===== config.mk =====
export PLATFORM = sky130hd
export DESIGN_NAME = kto_cell
export DESIGN_NICKNAME = d
export VERILOG_FILES = /design/src/kto_pkg.sv /design/src/kto_cell.sv
export SDC_FILE = /design/constraint.sdc
export NUM_CORES = 1
export LEC_CHECK = 0
export ABC_CLOCK_PERIOD_IN_PS = 6400
export BUFFER_PORTS_ARGS = -buffer_cell sky130_fd_sc_hd__buf_2
export CAP_MARGIN = 20
export CORE_AREA = 2 2 528 530
export CTS_BUF_LIST = sky130_fd_sc_hd__clkbuf_8
export CTS_CLUSTER_DIAMETER = 30
export DETAILED_ROUTE_END_ITERATION = 8
export DIE_AREA = 0 0 530 532
export PLACE_DENSITY = 0.3
export REMOVE_ABC_BUFFERS = 1
export SYNTH_ARGS = -nofsm -noshare
export SYNTH_HDL_FRONTEND = slang
export SYNTH_SLANG_ARGS = --single-unit

===== constraint.sdc =====
create_clock -name i_clk -period 6.4 [get_ports i_clk]
set_input_delay 0 -clock i_clk [delete_from_list [all_inputs] [get_ports i_clk]]
set_output_delay 0 -clock i_clk [all_outputs]
set_load 0.005 [all_outputs]

===== src/kto_pkg.sv =====
// ----------------------------------------------------------------------------
// kto_pkg
// Shared constants and types for the keyed slot table.
// ----------------------------------------------------------------------------
package kto_pkg;

    localparam int SLOTS_DEF     = 32;
    localparam int KEY_BYTES_DEF = 32;
    localparam int KEY_W         = 256;
    localparam int STAMP_W       = 32;
    localparam int FUNC_W        = 3;
    localparam int LEN_W         = 6;
    localparam int ORD_W         = 8;
    localparam int SLOT_OUT_W    = 5;
    localparam int COUNT_OUT_W   = 6;

    localparam logic [FUNC_W-1:0] FN_FIND   = 3'd0;
    localparam logic [FUNC_W-1:0] FN_UPSERT = 3'd1;
    localparam logic [FUNC_W-1:0] FN_REMOVE = 3'd2;
    localparam logic [FUNC_W-1:0] FN_NTH    = 3'd3;
    localparam logic [FUNC_W-1:0] FN_COUNT  = 3'd4;
    localparam logic [FUNC_W-1:0] FN_CLEAR  = 3'd5;
    // Unassigned codes: change nothing, answer ok 0.
    localparam logic [FUNC_W-1:0] FN_SPARE6 = 3'd6;
    localparam logic [FUNC_W-1:0] FN_SPARE7 = 3'd7;

    localparam logic [1:0] ACT_NONE  = 2'd0;
    localparam logic [1:0] ACT_MATCH = 2'd1;
    localparam logic [1:0] ACT_FREE  = 2'd2;
    localparam logic [1:0] ACT_EVICT = 2'd3;

    typedef enum logic [1:0] {
        ST_IDLE,
        ST_SCAN,
        ST_DONE
    } t_state;

    // Per-cell write or clear command from the controller.
    typedef struct packed {
        logic wr;
        logic clr;
    } t_cell_cmd;

endpackage


===== src/kto_cell.sv =====
// ----------------------------------------------------------------------------
// kto_cell
// One table slot: key, stamp and used flag; compares against the key that
// passes through the chain and hands that key on to its neighbor.
// ----------------------------------------------------------------------------
module kto_cell (
    input  logic                          i_clk,
    input  logic                          i_rst_n,
    input  kto_pkg::t_cell_cmd            i_cmd,
    input  logic [kto_pkg::KEY_W-1:0]     i_wkey,
    input  logic [kto_pkg::STAMP_W-1:0]   i_wstamp,
    input  logic [kto_pkg::KEY_W-1:0]     i_key,
    input  logic [kto_pkg::KEY_W-1:0]     i_mask,
    input  logic [kto_pkg::KEY_W-1:0]     i_fmask,
    output logic [kto_pkg::KEY_W-1:0]     o_key,
    output logic                          o_used,
    output logic [kto_pkg::STAMP_W-1:0]   o_stamp,
    output logic                          o_pmatch,
    output logic                          o_fmatch
);
    logic [kto_pkg::KEY_W-1:0]   r_key;
    logic [kto_pkg::STAMP_W-1:0] r_stamp;
    logic                        r_used;
    logic [kto_pkg::KEY_W-1:0]   r_pass;

    always_ff @(posedge i_clk) begin
        if (!i_rst_n) begin
            r_used <= 1'b0;
        end else if (i_cmd.wr) begin
            r_used <= 1'b1;
        end else if (i_cmd.clr) begin
            r_used <= 1'b0;
        end
        if (i_cmd.wr) begin
            r_key   <= i_wkey;
            r_stamp <= i_wstamp;
        end else if (i_cmd.clr) begin
            r_key   <= '0;
            r_stamp <= '0;
        end
        // Advance the search key one cell per cycle.
        r_pass <= i_key;
    end

    assign o_key    = r_pass;
    assign o_used   = r_used;
    assign o_stamp  = r_stamp;
    assign o_pmatch = r_used && (((r_key ^ i_key) & i_mask) == '0);
    assign o_fmatch = r_used && (((r_key ^ i_key) & i_fmask) == '0);
endmodule


==> flow_metrics.env <==
export IMPL_globalRouteOverflowTotal=0
export IMPL_cap_violations=0
export IMPL_met2_usage_pct=29.4
export IMPL_die_area_sq_um=282000
export IMPL_grt_first_pass_wirelength_microns=317000
export IMPL_start_util_pct=7.46
export IMPL_outcome="complete, no violations"
export IMPL_fin_ws_ns=1.08
export IMPL_root_buffer="clkbuf_8"
export IMPL_drive_above_1_share_pct=40.9
export IMPL_rows=193
export IMPL_numCtsBuffers=230
export IMPL_power_leakage_nw=22.0
export IMPL_synth_cells=1440
export IMPL_grtUsageTotal_pct=17.9
export IMPL_synth_flop_cell="edfxtp_1"
export IMPL_hold_slack_ns=0.101
export IMPL_dr_pass1_iters=5
export IMPL_pre_cts_ws_ns=1.69
export IMPL_multi_input_area_sq_um=6810
export IMPL_clkTransAtPathRegs_ns=0.05
export IMPL_vias=26012
export IMPL_ios=1351
export IMPL_nets=5370
export IMPL_vdd_drop_max_v=0.000226
export IMPL_dp_hpwl_microns=228000
export IMPL_htreeDepth=4
export IMPL_min_period_over_period_pct=83.1
export IMPL_avgViaCountPerCell=3.12
export IMPL_clock_latency_ns=1.00
export IMPL_gp_congestion=0.850
export IMPL_busiest_layer="met2"
export IMPL_synth_area_top_cells="edfxtp_1, dfxtp_1, xor2_1"
export IMPL_drv_slew=0
export IMPL_cts_tree="done"
export IMPL_met3_usage_pct=7.78
export IMPL_crit_required_ns=6.40
export IMPL_yosys_warnings=0
export IMPL_cp_max_fo=2
export IMPL_max_freq_mhz=188
export IMPL_tightest_slew_ns=1.22
export IMPL_fillers=30967
export IMPL_slew_headroom_pct=19.0
export IMPL_wl_per_cell_microns=31.3
export IMPL_io_buffers=1350
export IMPL_core_area_sq_um=276000
export IMPL_synth_avg_cell_area_sq_um=14.3
export IMPL_syn_cell_area_sq_um=20600
export IMPL_ys_types=22
export IMPL_ys_seq_area_share_pct=67.0
export IMPL_hold_viol=0
export IMPL_grt_max_degree=96
export IMPL_wl_microns=261000
export IMPL_cp_end_kind="output pin"
export IMPL_synth_area_leader_cell="edfxtp_1"
export IMPL_clockBufferDepth=4
export IMPL_die_w_microns=530
export IMPL_power_density_nw_per_um2=290
export IMPL_layout_common_cells="buf_2, dlygate4sd3_1, and2_1, edfxtp_1, clkbuf_8"
export IMPL_arrival_ns=5.32
export IMPL_min_path_type="in -> reg"
export IMPL_critPathKind="reg -> out"
export IMPL_grt_pass1_vias=28049
export IMPL_finalSetupViolations=0
export IMPL_drt_iter0_markers=1011
export IMPL_fin_skew_ns=0
export IMPL_cts_resized=0
export IMPL_antenna_found_initial=290
export IMPL_syn2layout_area_growth_pct=147
export IMPL_final_common_cell="buf_2"
export IMPL_synthArstFlopShare_pct=0
export IMPL_die_h_microns=532
export IMPL_yosys_area_top_type_share_pct=42.0
export IMPL_synth_edf_count=288
export IMPL_clock_sinks=545
export IMPL_seq_area_sq_um=13800
export IMPL_min_period_ns=5.32
export IMPL_rsz0062_at_grt="no"
export IMPL_drc=0
export IMPL_grtUsageMet1_pct=20.1
export IMPL_tns_ns=0
export IMPL_cp_start_kind="flip-flop"
export IMPL_synth_seq_cells=545
export IMPL_route_antenna_remaining_nets=0
synthesized netlist by cell type (5+ instances only):
library cell	number
a22o_1	84
clkbuf_1	32
or4_1	5
a221oi_1	73
nor4_1	6
a221oi_2	12
dfxtp_1	257
edfxtp_1	288
and2_1	288
a22oi_1	82
nand4_1	38
nand3_1	7
xor2_1	253
routing by layer:
metal  routed length [microns]  vias to the layer above
met4                     11200                      150
met3                     26600                      610
met1                    102000                    12294
li1                          -                    11433
met2                    120000                     1525
met5                       984                        -
cell families after synthesis:
group	synth area share, %
buf+inv	0.584
xor+xnor	11.0
compound gates	10.7
flops	67.0
simple gates	10.7
flip-flops by register name, indices dropped and copies added, names as in the netlist:
signal / flops
o_key: 256
r_key: 256
o_used: 1
o_stamp: 32
area by class of cell:
class | instances | area share, %
diodes | 126 | 0.619
clock buffers | 278 | 7.51
clock inverters | 154 | 3.30
multi-input cells | 863 | 13.4
flip-flops and latches | 545 | 27.1
well taps | 3705 | 9.10
repair buffers | 2670 | 39.0
worst max-delay path: stages (launching register included):
cell,delay (ns)
edfxtp_1,0.38
xor2_1,0.22
a22oi_1,0.94
nand4_1,0.72
or4_1,0.74
nor4_1,0.51
and4_1,0.52
buf_2,0.26
where the power goes:
part	switching, mW	internal (mW)	leakage (nW)
Clock	2.76	5.21	2.93
Sequential	0.126	3.97	5.22
Combinational	1.55	1.17	13.9
Total	4.43	10.4	22.0
worst paths after layout:
check,startpoint,endpoint,slack [ns],cells after the start
max,r_key[102]$_SDFFCE_PN0P_,o_fmatch,1.08,7
min,i_wkey[37],r_key[37]$_SDFFCE_PN0P_,0.10,3
max reg2reg,o_used$_SDFFE_PN0P_,o_used$_SDFFE_PN0P_,4.96,4
min reg2reg,o_used$_SDFFE_PN0P_,o_used$_SDFFE_PN0P_,1.37,4
stage by stage:
stage	total power [mW]	instances	area [sq um]	util, %
after floorplan	4.60	1408	20500	-
after global placement	6.34	6533	32600	11.8
after detailed placement	6.34	6538	32600	11.8
after CTS	15.2	8213	50600	18.3
after global routing	15.4	8281	50800	18.4
final	14.8	8341	50900	18.5
what timing repair did:
| item | 4_1_cts | 5_1_grt |
|---|---|---|
| endpoints found under the setup margin | 0 | 0 |
| hold buffers | 1243 | 0 |
| buffers inserted | 0 | 0 |
| hold endpoints to repair | 564 | 0 |
Power figures use the tool's default switching activity.
