===== config.mk =====
export PLATFORM = sky130hd
export DESIGN_NAME = kto_ctrl
export DESIGN_NICKNAME = d
export VERILOG_FILES = /design/src/kto_pkg.sv /design/src/kto_ctrl.sv
export SDC_FILE = /design/constraint.sdc
export NUM_CORES = 1
export LEC_CHECK = 0
export ABC_AREA = 1
export BUFFER_PORTS_ARGS = -buffer_cell sky130_fd_sc_hd__buf_4
export CORE_AREA = 2 2 475 477
export CTS_CLUSTER_SIZE = 28
export DETAILED_ROUTE_END_ITERATION = 16
export DIE_AREA = 0 0 477 479
export GPL_ROUTABILITY_DRIVEN = 1
export SETUP_SLACK_MARGIN = 0.4
export SYNTH_ARGS = -nofsm -noshare
export SYNTH_HDL_FRONTEND = slang
export SYNTH_SLANG_ARGS = --single-unit

===== constraint.sdc =====
create_clock -name i_clk -period 4.6 [get_ports i_clk]
set_input_delay 0.92 -clock i_clk [delete_from_list [all_inputs] [get_ports i_clk]]
set_output_delay 0.92 -clock i_clk [all_outputs]
set_load 0.1 [all_outputs]

===== src/kto_pkg.sv =====
// ----------------------------------------------------------------------------
// kto_pkg
// Shared constants and types for the keyed slot table.
// ----------------------------------------------------------------------------
package kto_pkg;

    localparam int SLOTS_DEF     = 32;
    localparam int KEY_BYTES_DEF = 32;
    localparam int KEY_W         = 256;
    localparam int STAMP_W       = 32;
    localparam int FUNC_W        = 3;
    localparam int LEN_W         = 6;
    localparam int ORD_W         = 8;
    localparam int SLOT_OUT_W    = 5;
    localparam int COUNT_OUT_W   = 6;

    localparam logic [FUNC_W-1:0] FN_FIND   = 3'd0;
    localparam logic [FUNC_W-1:0] FN_UPSERT = 3'd1;
    localparam logic [FUNC_W-1:0] FN_REMOVE = 3'd2;
    localparam logic [FUNC_W-1:0] FN_NTH    = 3'd3;
    localparam logic [FUNC_W-1:0] FN_COUNT  = 3'd4;
    localparam logic [FUNC_W-1:0] FN_CLEAR  = 3'd5;
    // Unassigned codes: change nothing, answer ok 0.
    localparam logic [FUNC_W-1:0] FN_SPARE6 = 3'd6;
    localparam logic [FUNC_W-1:0] FN_SPARE7 = 3'd7;

    localparam logic [1:0] ACT_NONE  = 2'd0;
    localparam logic [1:0] ACT_MATCH = 2'd1;
    localparam logic [1:0] ACT_FREE  = 2'd2;
    localparam logic [1:0] ACT_EVICT = 2'd3;

    typedef enum logic [1:0] {
        ST_IDLE,
        ST_SCAN,
        ST_DONE
    } t_state;

    // Per-cell write or clear command from the controller.
    typedef struct packed {
        logic wr;
        logic clr;
    } t_cell_cmd;

endpackage


===== src/kto_ctrl.sv =====
// ----------------------------------------------------------------------------
// kto_ctrl
// Sequencer that walks the cell row one slot per cycle, picks the result and
// commands the write or clear of the chosen cell.
module kto_ctrl #(
    parameter int SLOTS = kto_pkg::SLOTS_DEF,
    parameter int SW    = $clog2(SLOTS)
) (
    input  logic                          i_clk,
    input  logic                          i_rst_n,
    input  logic                          i_start,
    input  logic [kto_pkg::FUNC_W-1:0]    i_func,
    input  logic [kto_pkg::ORD_W-1:0]     i_ord,
    input  logic                          i_len_ok,
    input  logic                          i_take,
    input  logic [SLOTS-1:0]              i_used,
    input  logic [SLOTS-1:0]              i_pm,
    input  logic [SLOTS-1:0]              i_fm,
    input  logic [kto_pkg::STAMP_W-1:0]   i_stamp [SLOTS],
    output kto_pkg::t_cell_cmd            o_cmd [SLOTS],
    output logic                          o_busy,
    output logic                          o_done,
    output logic                          o_ok,
    output logic [SW-1:0]                 o_slot,
    output logic [1:0]                    o_action,
    output logic [SW:0]                   o_count,
    output logic                          o_dirty
);
    kto_pkg::t_state r_state, n_state;
    logic [SW:0]   r_idx;
    logic [kto_pkg::FUNC_W-1:0] r_func;
    logic [kto_pkg::ORD_W-1:0]  r_ord;
    logic          r_lok;
    logic          r_ph, r_fh, r_freeh, r_nh;
    logic [SW-1:0] r_ps, r_fs, r_frees, r_old, r_ns;
    logic [kto_pkg::STAMP_W-1:0] r_oldt;
    logic [kto_pkg::ORD_W:0] r_seen;
    logic [SW:0]   r_count;
    logic          r_dirty, r_ok;
    logic [SW-1:0] r_slot;
    logic [1:0]    r_act;
    logic [SW-1:0] cur;
    logic          scan_end;

    assign cur      = r_idx[SW-1:0];
    assign scan_end = (r_idx == (SW+1)'(SLOTS - 1));

    always_ff @(posedge i_clk) begin
        if (!i_rst_n) begin
            r_state <= kto_pkg::ST_IDLE;
        end else begin
            r_state <= n_state;
        end
    end

    always_comb begin
        n_state = r_state;
        unique case (r_state)
            kto_pkg::ST_IDLE: if (i_start) n_state = kto_pkg::ST_SCAN;
            kto_pkg::ST_SCAN: if (scan_end) n_state = kto_pkg::ST_DONE;
            kto_pkg::ST_DONE: if (i_take) n_state = kto_pkg::ST_IDLE;
            default:          n_state = kto_pkg::ST_IDLE;
        endcase
    end

    always_ff @(posedge i_clk) begin
        if (!i_rst_n) begin
            r_count <= '0;
            r_dirty <= 1'b0;
        end else if (r_state == kto_pkg::ST_SCAN && scan_end) begin
            priority case (r_func)
                kto_pkg::FN_UPSERT: begin
                    r_dirty <= 1'b1;
                    if (!(r_fh || (i_fm[cur]))) begin
                        if (r_freeh || !i_used[cur]) r_count <= r_count + 1'b1;
                    end
                end
                kto_pkg::FN_REMOVE: begin
                    if (r_lok && (r_ph || i_pm[cur])) begin
                        r_dirty <= 1'b1;
                        r_count <= r_count - 1'b1;
                    end
                end
                kto_pkg::FN_CLEAR: r_dirty <= 1'b0;
                default: ;
            endcase
        end
    end

    // Per-slot scan accumulators; results latch on the last slot.
    always_ff @(posedge i_clk) begin
        logic ph, fh, freeh, nh;
        logic [SW-1:0] ps, fs, frees, old, ns, sl;
        logic [kto_pkg::STAMP_W-1:0] oldt;
        logic ok;
        logic [1:0] act;
        ph = r_ph; fh = r_fh; freeh = r_freeh; nh = r_nh;
        ps = r_ps; fs = r_fs; frees = r_frees; old = r_old; ns = r_ns;
        oldt = r_oldt;
        if (r_state == kto_pkg::ST_IDLE && i_start) begin
            r_idx   <= '0;
            r_func  <= i_func;
            r_ord   <= i_ord;
            r_lok   <= i_len_ok;
            r_ph    <= 1'b0; r_fh <= 1'b0; r_freeh <= 1'b0; r_nh <= 1'b0;
            r_ps    <= '0; r_fs <= '0; r_frees <= '0; r_old <= '0; r_ns <= '0;
            r_oldt  <= '1;
            r_seen  <= '0;
        end else if (r_state == kto_pkg::ST_SCAN) begin
            if (!ph && i_pm[cur]) begin ph = 1'b1; ps = cur; end
            if (!fh && i_fm[cur]) begin fh = 1'b1; fs = cur; end
            if (!freeh) begin
                if (!i_used[cur]) begin
                    freeh = 1'b1; frees = cur;
                end else if (i_stamp[cur] < oldt) begin
                    oldt = i_stamp[cur]; old = cur;
                end
            end
            if (!nh && i_used[cur]) begin
                if (r_seen == {1'b0, r_ord}) begin nh = 1'b1; ns = cur; end
                r_seen <= r_seen + 1'b1;
            end
            r_ph <= ph; r_fh <= fh; r_freeh <= freeh; r_nh <= nh;
            r_ps <= ps; r_fs <= fs; r_frees <= frees; r_old <= old; r_ns <= ns;
            r_oldt <= oldt;
            r_idx <= r_idx + 1'b1;
            if (scan_end) begin
                ok = 1'b0; sl = '0; act = kto_pkg::ACT_NONE;
                priority case (r_func)
                    kto_pkg::FN_FIND, kto_pkg::FN_REMOVE: begin
                        if (r_lok && ph) begin ok = 1'b1; sl = ps; end
                    end
                    kto_pkg::FN_UPSERT: begin
                        ok = 1'b1;
                        if (fh) begin sl = fs; act = kto_pkg::ACT_MATCH; end
                        else if (freeh) begin sl = frees; act = kto_pkg::ACT_FREE; end
                        else begin sl = old; act = kto_pkg::ACT_EVICT; end
                    end
                    kto_pkg::FN_NTH: begin
                        if (nh) begin ok = 1'b1; sl = ns; end
                    end
                    kto_pkg::FN_COUNT, kto_pkg::FN_CLEAR: ok = 1'b1;
                    default: ;
                endcase
                r_ok <= ok; r_slot <= sl; r_act <= act;
            end
        end
    end

    // Write or clear the chosen cell once the scan ends (combinational on
    // the final accumulators would be deep, so commit in the next cycle).
    logic r_commit;
    always_ff @(posedge i_clk) begin
        if (!i_rst_n) begin
            r_commit <= 1'b0;
        end else begin
            r_commit <= (r_state == kto_pkg::ST_SCAN) && scan_end;
        end
    end

    always_comb begin
        for (int s = 0; s < SLOTS; s++) begin
            o_cmd[s].wr  = r_commit && r_func == kto_pkg::FN_UPSERT && r_slot == SW'(s);
            o_cmd[s].clr = r_commit && r_func == kto_pkg::FN_REMOVE && r_ok
                           && r_slot == SW'(s);
        end
    end

    assign o_busy   = (r_state != kto_pkg::ST_IDLE);
    assign o_done   = (r_state == kto_pkg::ST_DONE) && !r_commit;
    assign o_ok     = r_ok;
    assign o_slot   = r_slot;
    assign o_action = r_act;
    assign o_count  = r_count;
    assign o_dirty  = r_dirty;
endmodule


==> results.ini <==
[timing]
finalCritPeriodShare=0.909
rsz0062_at_grt=true
fmax_mhz=239
worst_pin_slew_ns=0.999
slew_violations=0
skew_ns=0.0258
finalSetupTns_ns=0
relSlewSlack=0.334
fin_ws_ns=0.421
final.min_clock_period_ns=4.18
finalSetupViolCount=0
hold_viol=0

[pwr]
combPwrFrac=0.751
p_leak_nw=14.2
clkPwrFrac=0.108
pwr_density_cell_nw_per_um2=250
internal_power_mw=4.03
irDropWorstVdd_mv=0.184
p_seq_frac=0.141
power.switching_mw=4.20
switching_share=0.511

[layout]
drive_gt1_frac=0.433
seqCellArea_sq_um=2330
final_cell_mix=1,396 x buf_4, 643 x nor2_1, 525 x o21ai_0, 284 x nand2_1, 152 x inv_1
final_common_cell=buf_4
area_delta_synth_final_pct=107
nNetsFinal=5250
fill_cells=26000
multi_input_area_sq_um=12800

[detailed_routing]
ant_nets=0
initialDrtViolationCount=1999
drtPass1Iterations=6
wire_per_inst_um=30.2
avgViaCountPerCell=3.86
drc_errors=0
routed_wl_mm=216
vias=27500

[yosys]
netlist_instances=2824
synth_area_sq_um=15900
synth_edf_count=20
syn_nets=3998
syn_avg_cell_area_sq_um=5.61
netlist_top_cells_area=o21ai_0 19%, nor2_1 16%, dfxtp_1 11%
synth_seq_cells=106
yosys.area.top_type=o21ai_0
ys_async_sr_fraction=0
ys.flop_type=dfxtp_1
ys_types=44
yosys_warnings=0
yosysSeqAreaShare=0.146
synth_top_area_share=0.194

[clock_tree]
cts_tree=done
postCtsHoldBufs=0
cts.sinks=106
clockRootBuffer=clkbuf_16
insertion_delay_ns=0.41
cts_buffer_depth=2
cts-buffers-inserted=9
clk_pin_slew_ns=0.11
htreeDepth=3

[die]
core_sq_um=224000
die_y_um=479
pin_count=1217
start_util=0.0709
dieArea_sq_um=228000
die_w_um=477
row_count=174

[placement]
portBuffers=1216
place_worst_setup_slack_ns=-0.340
hpwlAfterDp_mm=178
place_congestion=0.976

[worst_setup_path]
max_stage_delay_ns=0.40
required_ns=4.92
worstPathArrival_ns=4.50
end_kind=flop
path_cells=buf_12 -> clkinv_16 -> buf_16 -> buf_12 -> o21ai_2 -> o22ai_2 -> o211ai_1 -> buf_4 -> nand4_1 -> o21ai_1 -> buf_4 -> inv_2 -> ha_4 -> a21oi_2 -> nor2_1 -> a2111oi_2 -> buf_4 -> nand2_4 -> nand2_4 -> nand3_4 -> buf_6 -> buf_6 -> clkbuf_16 -> o211ai_2
crit_slowest_cell=dfxtp_4
cp_max_fo=8
crit_top_cell=buf_4
critical_path_class=flop to flop
start_kind=flop

[grt]
grt_max_degree=66
overflow=0
grt_antenna_before_repair=205
grt_pass1_wl_mm=268
first_global_vias=26400
grt_use_total=0.177

[min_path]
hp-class=flop to flop

[run]
drv_cap=0

[status]
status=completed

## cell families (layout without fill, tap and decap cells)
kind of cell / count (synthesis) / after routing / share of synthesized area
buffers and inverters: 427 / 1684 / 0.116
xor gates and xnor gates: 5 / 5 / 0.00276
other: 0 / 57 / 0
adders and majority gates: 38 / 38 / 0.0305
DFF: 106 / 106 / 0.146
and+or+nand+nor: 1185 / 1185 / 0.303
AOI/OAI and AO/OA: 1063 / 1063 / 0.401
## per-stage QoR
stage / power (mW) / hold WS, ns / std cells / utilization / instance area [sq um]
floorplan: 3.35 / 0.438 / 2824 / - / 15900
global placement: 6.26 / 0.456 / 6952 / 0.131 / 29300
detailed placement: 6.25 / 0.449 / 6952 / 0.131 / 29300
CTS: 7.87 / 0.477 / 7027 / 0.140 / 31300
global route: 8.81 / 0.496 / 7102 / 0.147 / 32800
finish: 8.23 / 0.475 / 7130 / 0.147 / 32900
## per-layer routing
layer / global-route usage / share of wire / routed length, um
met1: 0.208 / 0.40 / 86600
met2: 0.296 / 0.46 / 100000
met3: 0.0705 / 0.098 / 21100
met4: 0.0447 / 0.032 / 6810
met5: 0 / 0.0047 / 1010
## worst paths after layout
path	endpoint	from	cells after the start	slack (ns)
min	r_oldt[21]	r_oldt[21]	2	0.47
max	r_oldt[16]	r_idx[0]	24	0.42
min reg2reg	r_oldt[21]	r_oldt[21]	2	0.47
max reg2reg	r_oldt[16]	r_idx[0]	24	0.42
## repair_timing
item | in CTS | in global routing
endpoints found under the hold margin | 0 | 0
gates cloned | 22 | 18
setup endpoints to repair | 42 | 42
resized for setup | 184 | 225
setup buffers | 37 | 28
pin swaps | 21 | 53
## power groups by stage
stage,Sequential [mW],Clock (mW),Combinational (mW)
finish,1.16,0.887,6.18
global placement,1.17,0,5.09
floorplan,1.14,0,2.21
detailed placement,1.17,0,5.09
CTS,1.14,0.935,5.80
global route,1.17,0.952,6.68
## flip-flops by register name, summed over array words and instances, names as in the netlist
register	flops
r_oldt	32
r_seen	9
r_ord	8
o_count	6
r_idx	6
o_slot	5
r_frees	5
r_fs	5
r_ns	5
r_old	5
r_ps	5
r_func	3
o_action	2
r_state	2
o_dirty	1
o_ok	1
r_commit	1
r_fh	1
r_freeh	1
r_lok	1
r_nh	1
r_ph	1
## layout make-up
type	instances	share of cell area
multi-input combinational	2291	0.389
timing repair buffer	1501	0.389
tap	2992	0.114
sequential	106	0.0710
inverter	162	0.0202
clock buffer	9	0.00685
antenna	57	0.00434
timing repair inverter	5	0.00316
clock inverter	7	0.00244
## cell usage after synthesis, types with 22 or more instances
| cell | n |
|---|---|
| nor2_1 | 668 |
| o21ai_0 | 613 |
| nand2_1 | 314 |
| o22ai_1 | 174 |
| clkbuf_1 | 164 |
| inv_1 | 158 |
| nand3_1 | 129 |
| o221ai_1 | 97 |
| dfxtp_1 | 86 |
| buf_2 | 61 |
| a21oi_1 | 42 |
| nand4_1 | 42 |
| o211ai_1 | 42 |
| ha_1 | 37 |
| o211ai_2 | 32 |
| o21ai_1 | 22 |
## critical path, delay by kind of cell, from the launching register on
kind            cells  cell delay, ns
buf+inv            11            1.62
compound gates      7            1.23
simple gates        5            0.61
flops               1            0.40
fa+ha+maj           1            0.15
No activity file was read; power rests on OpenSTA's default activity.
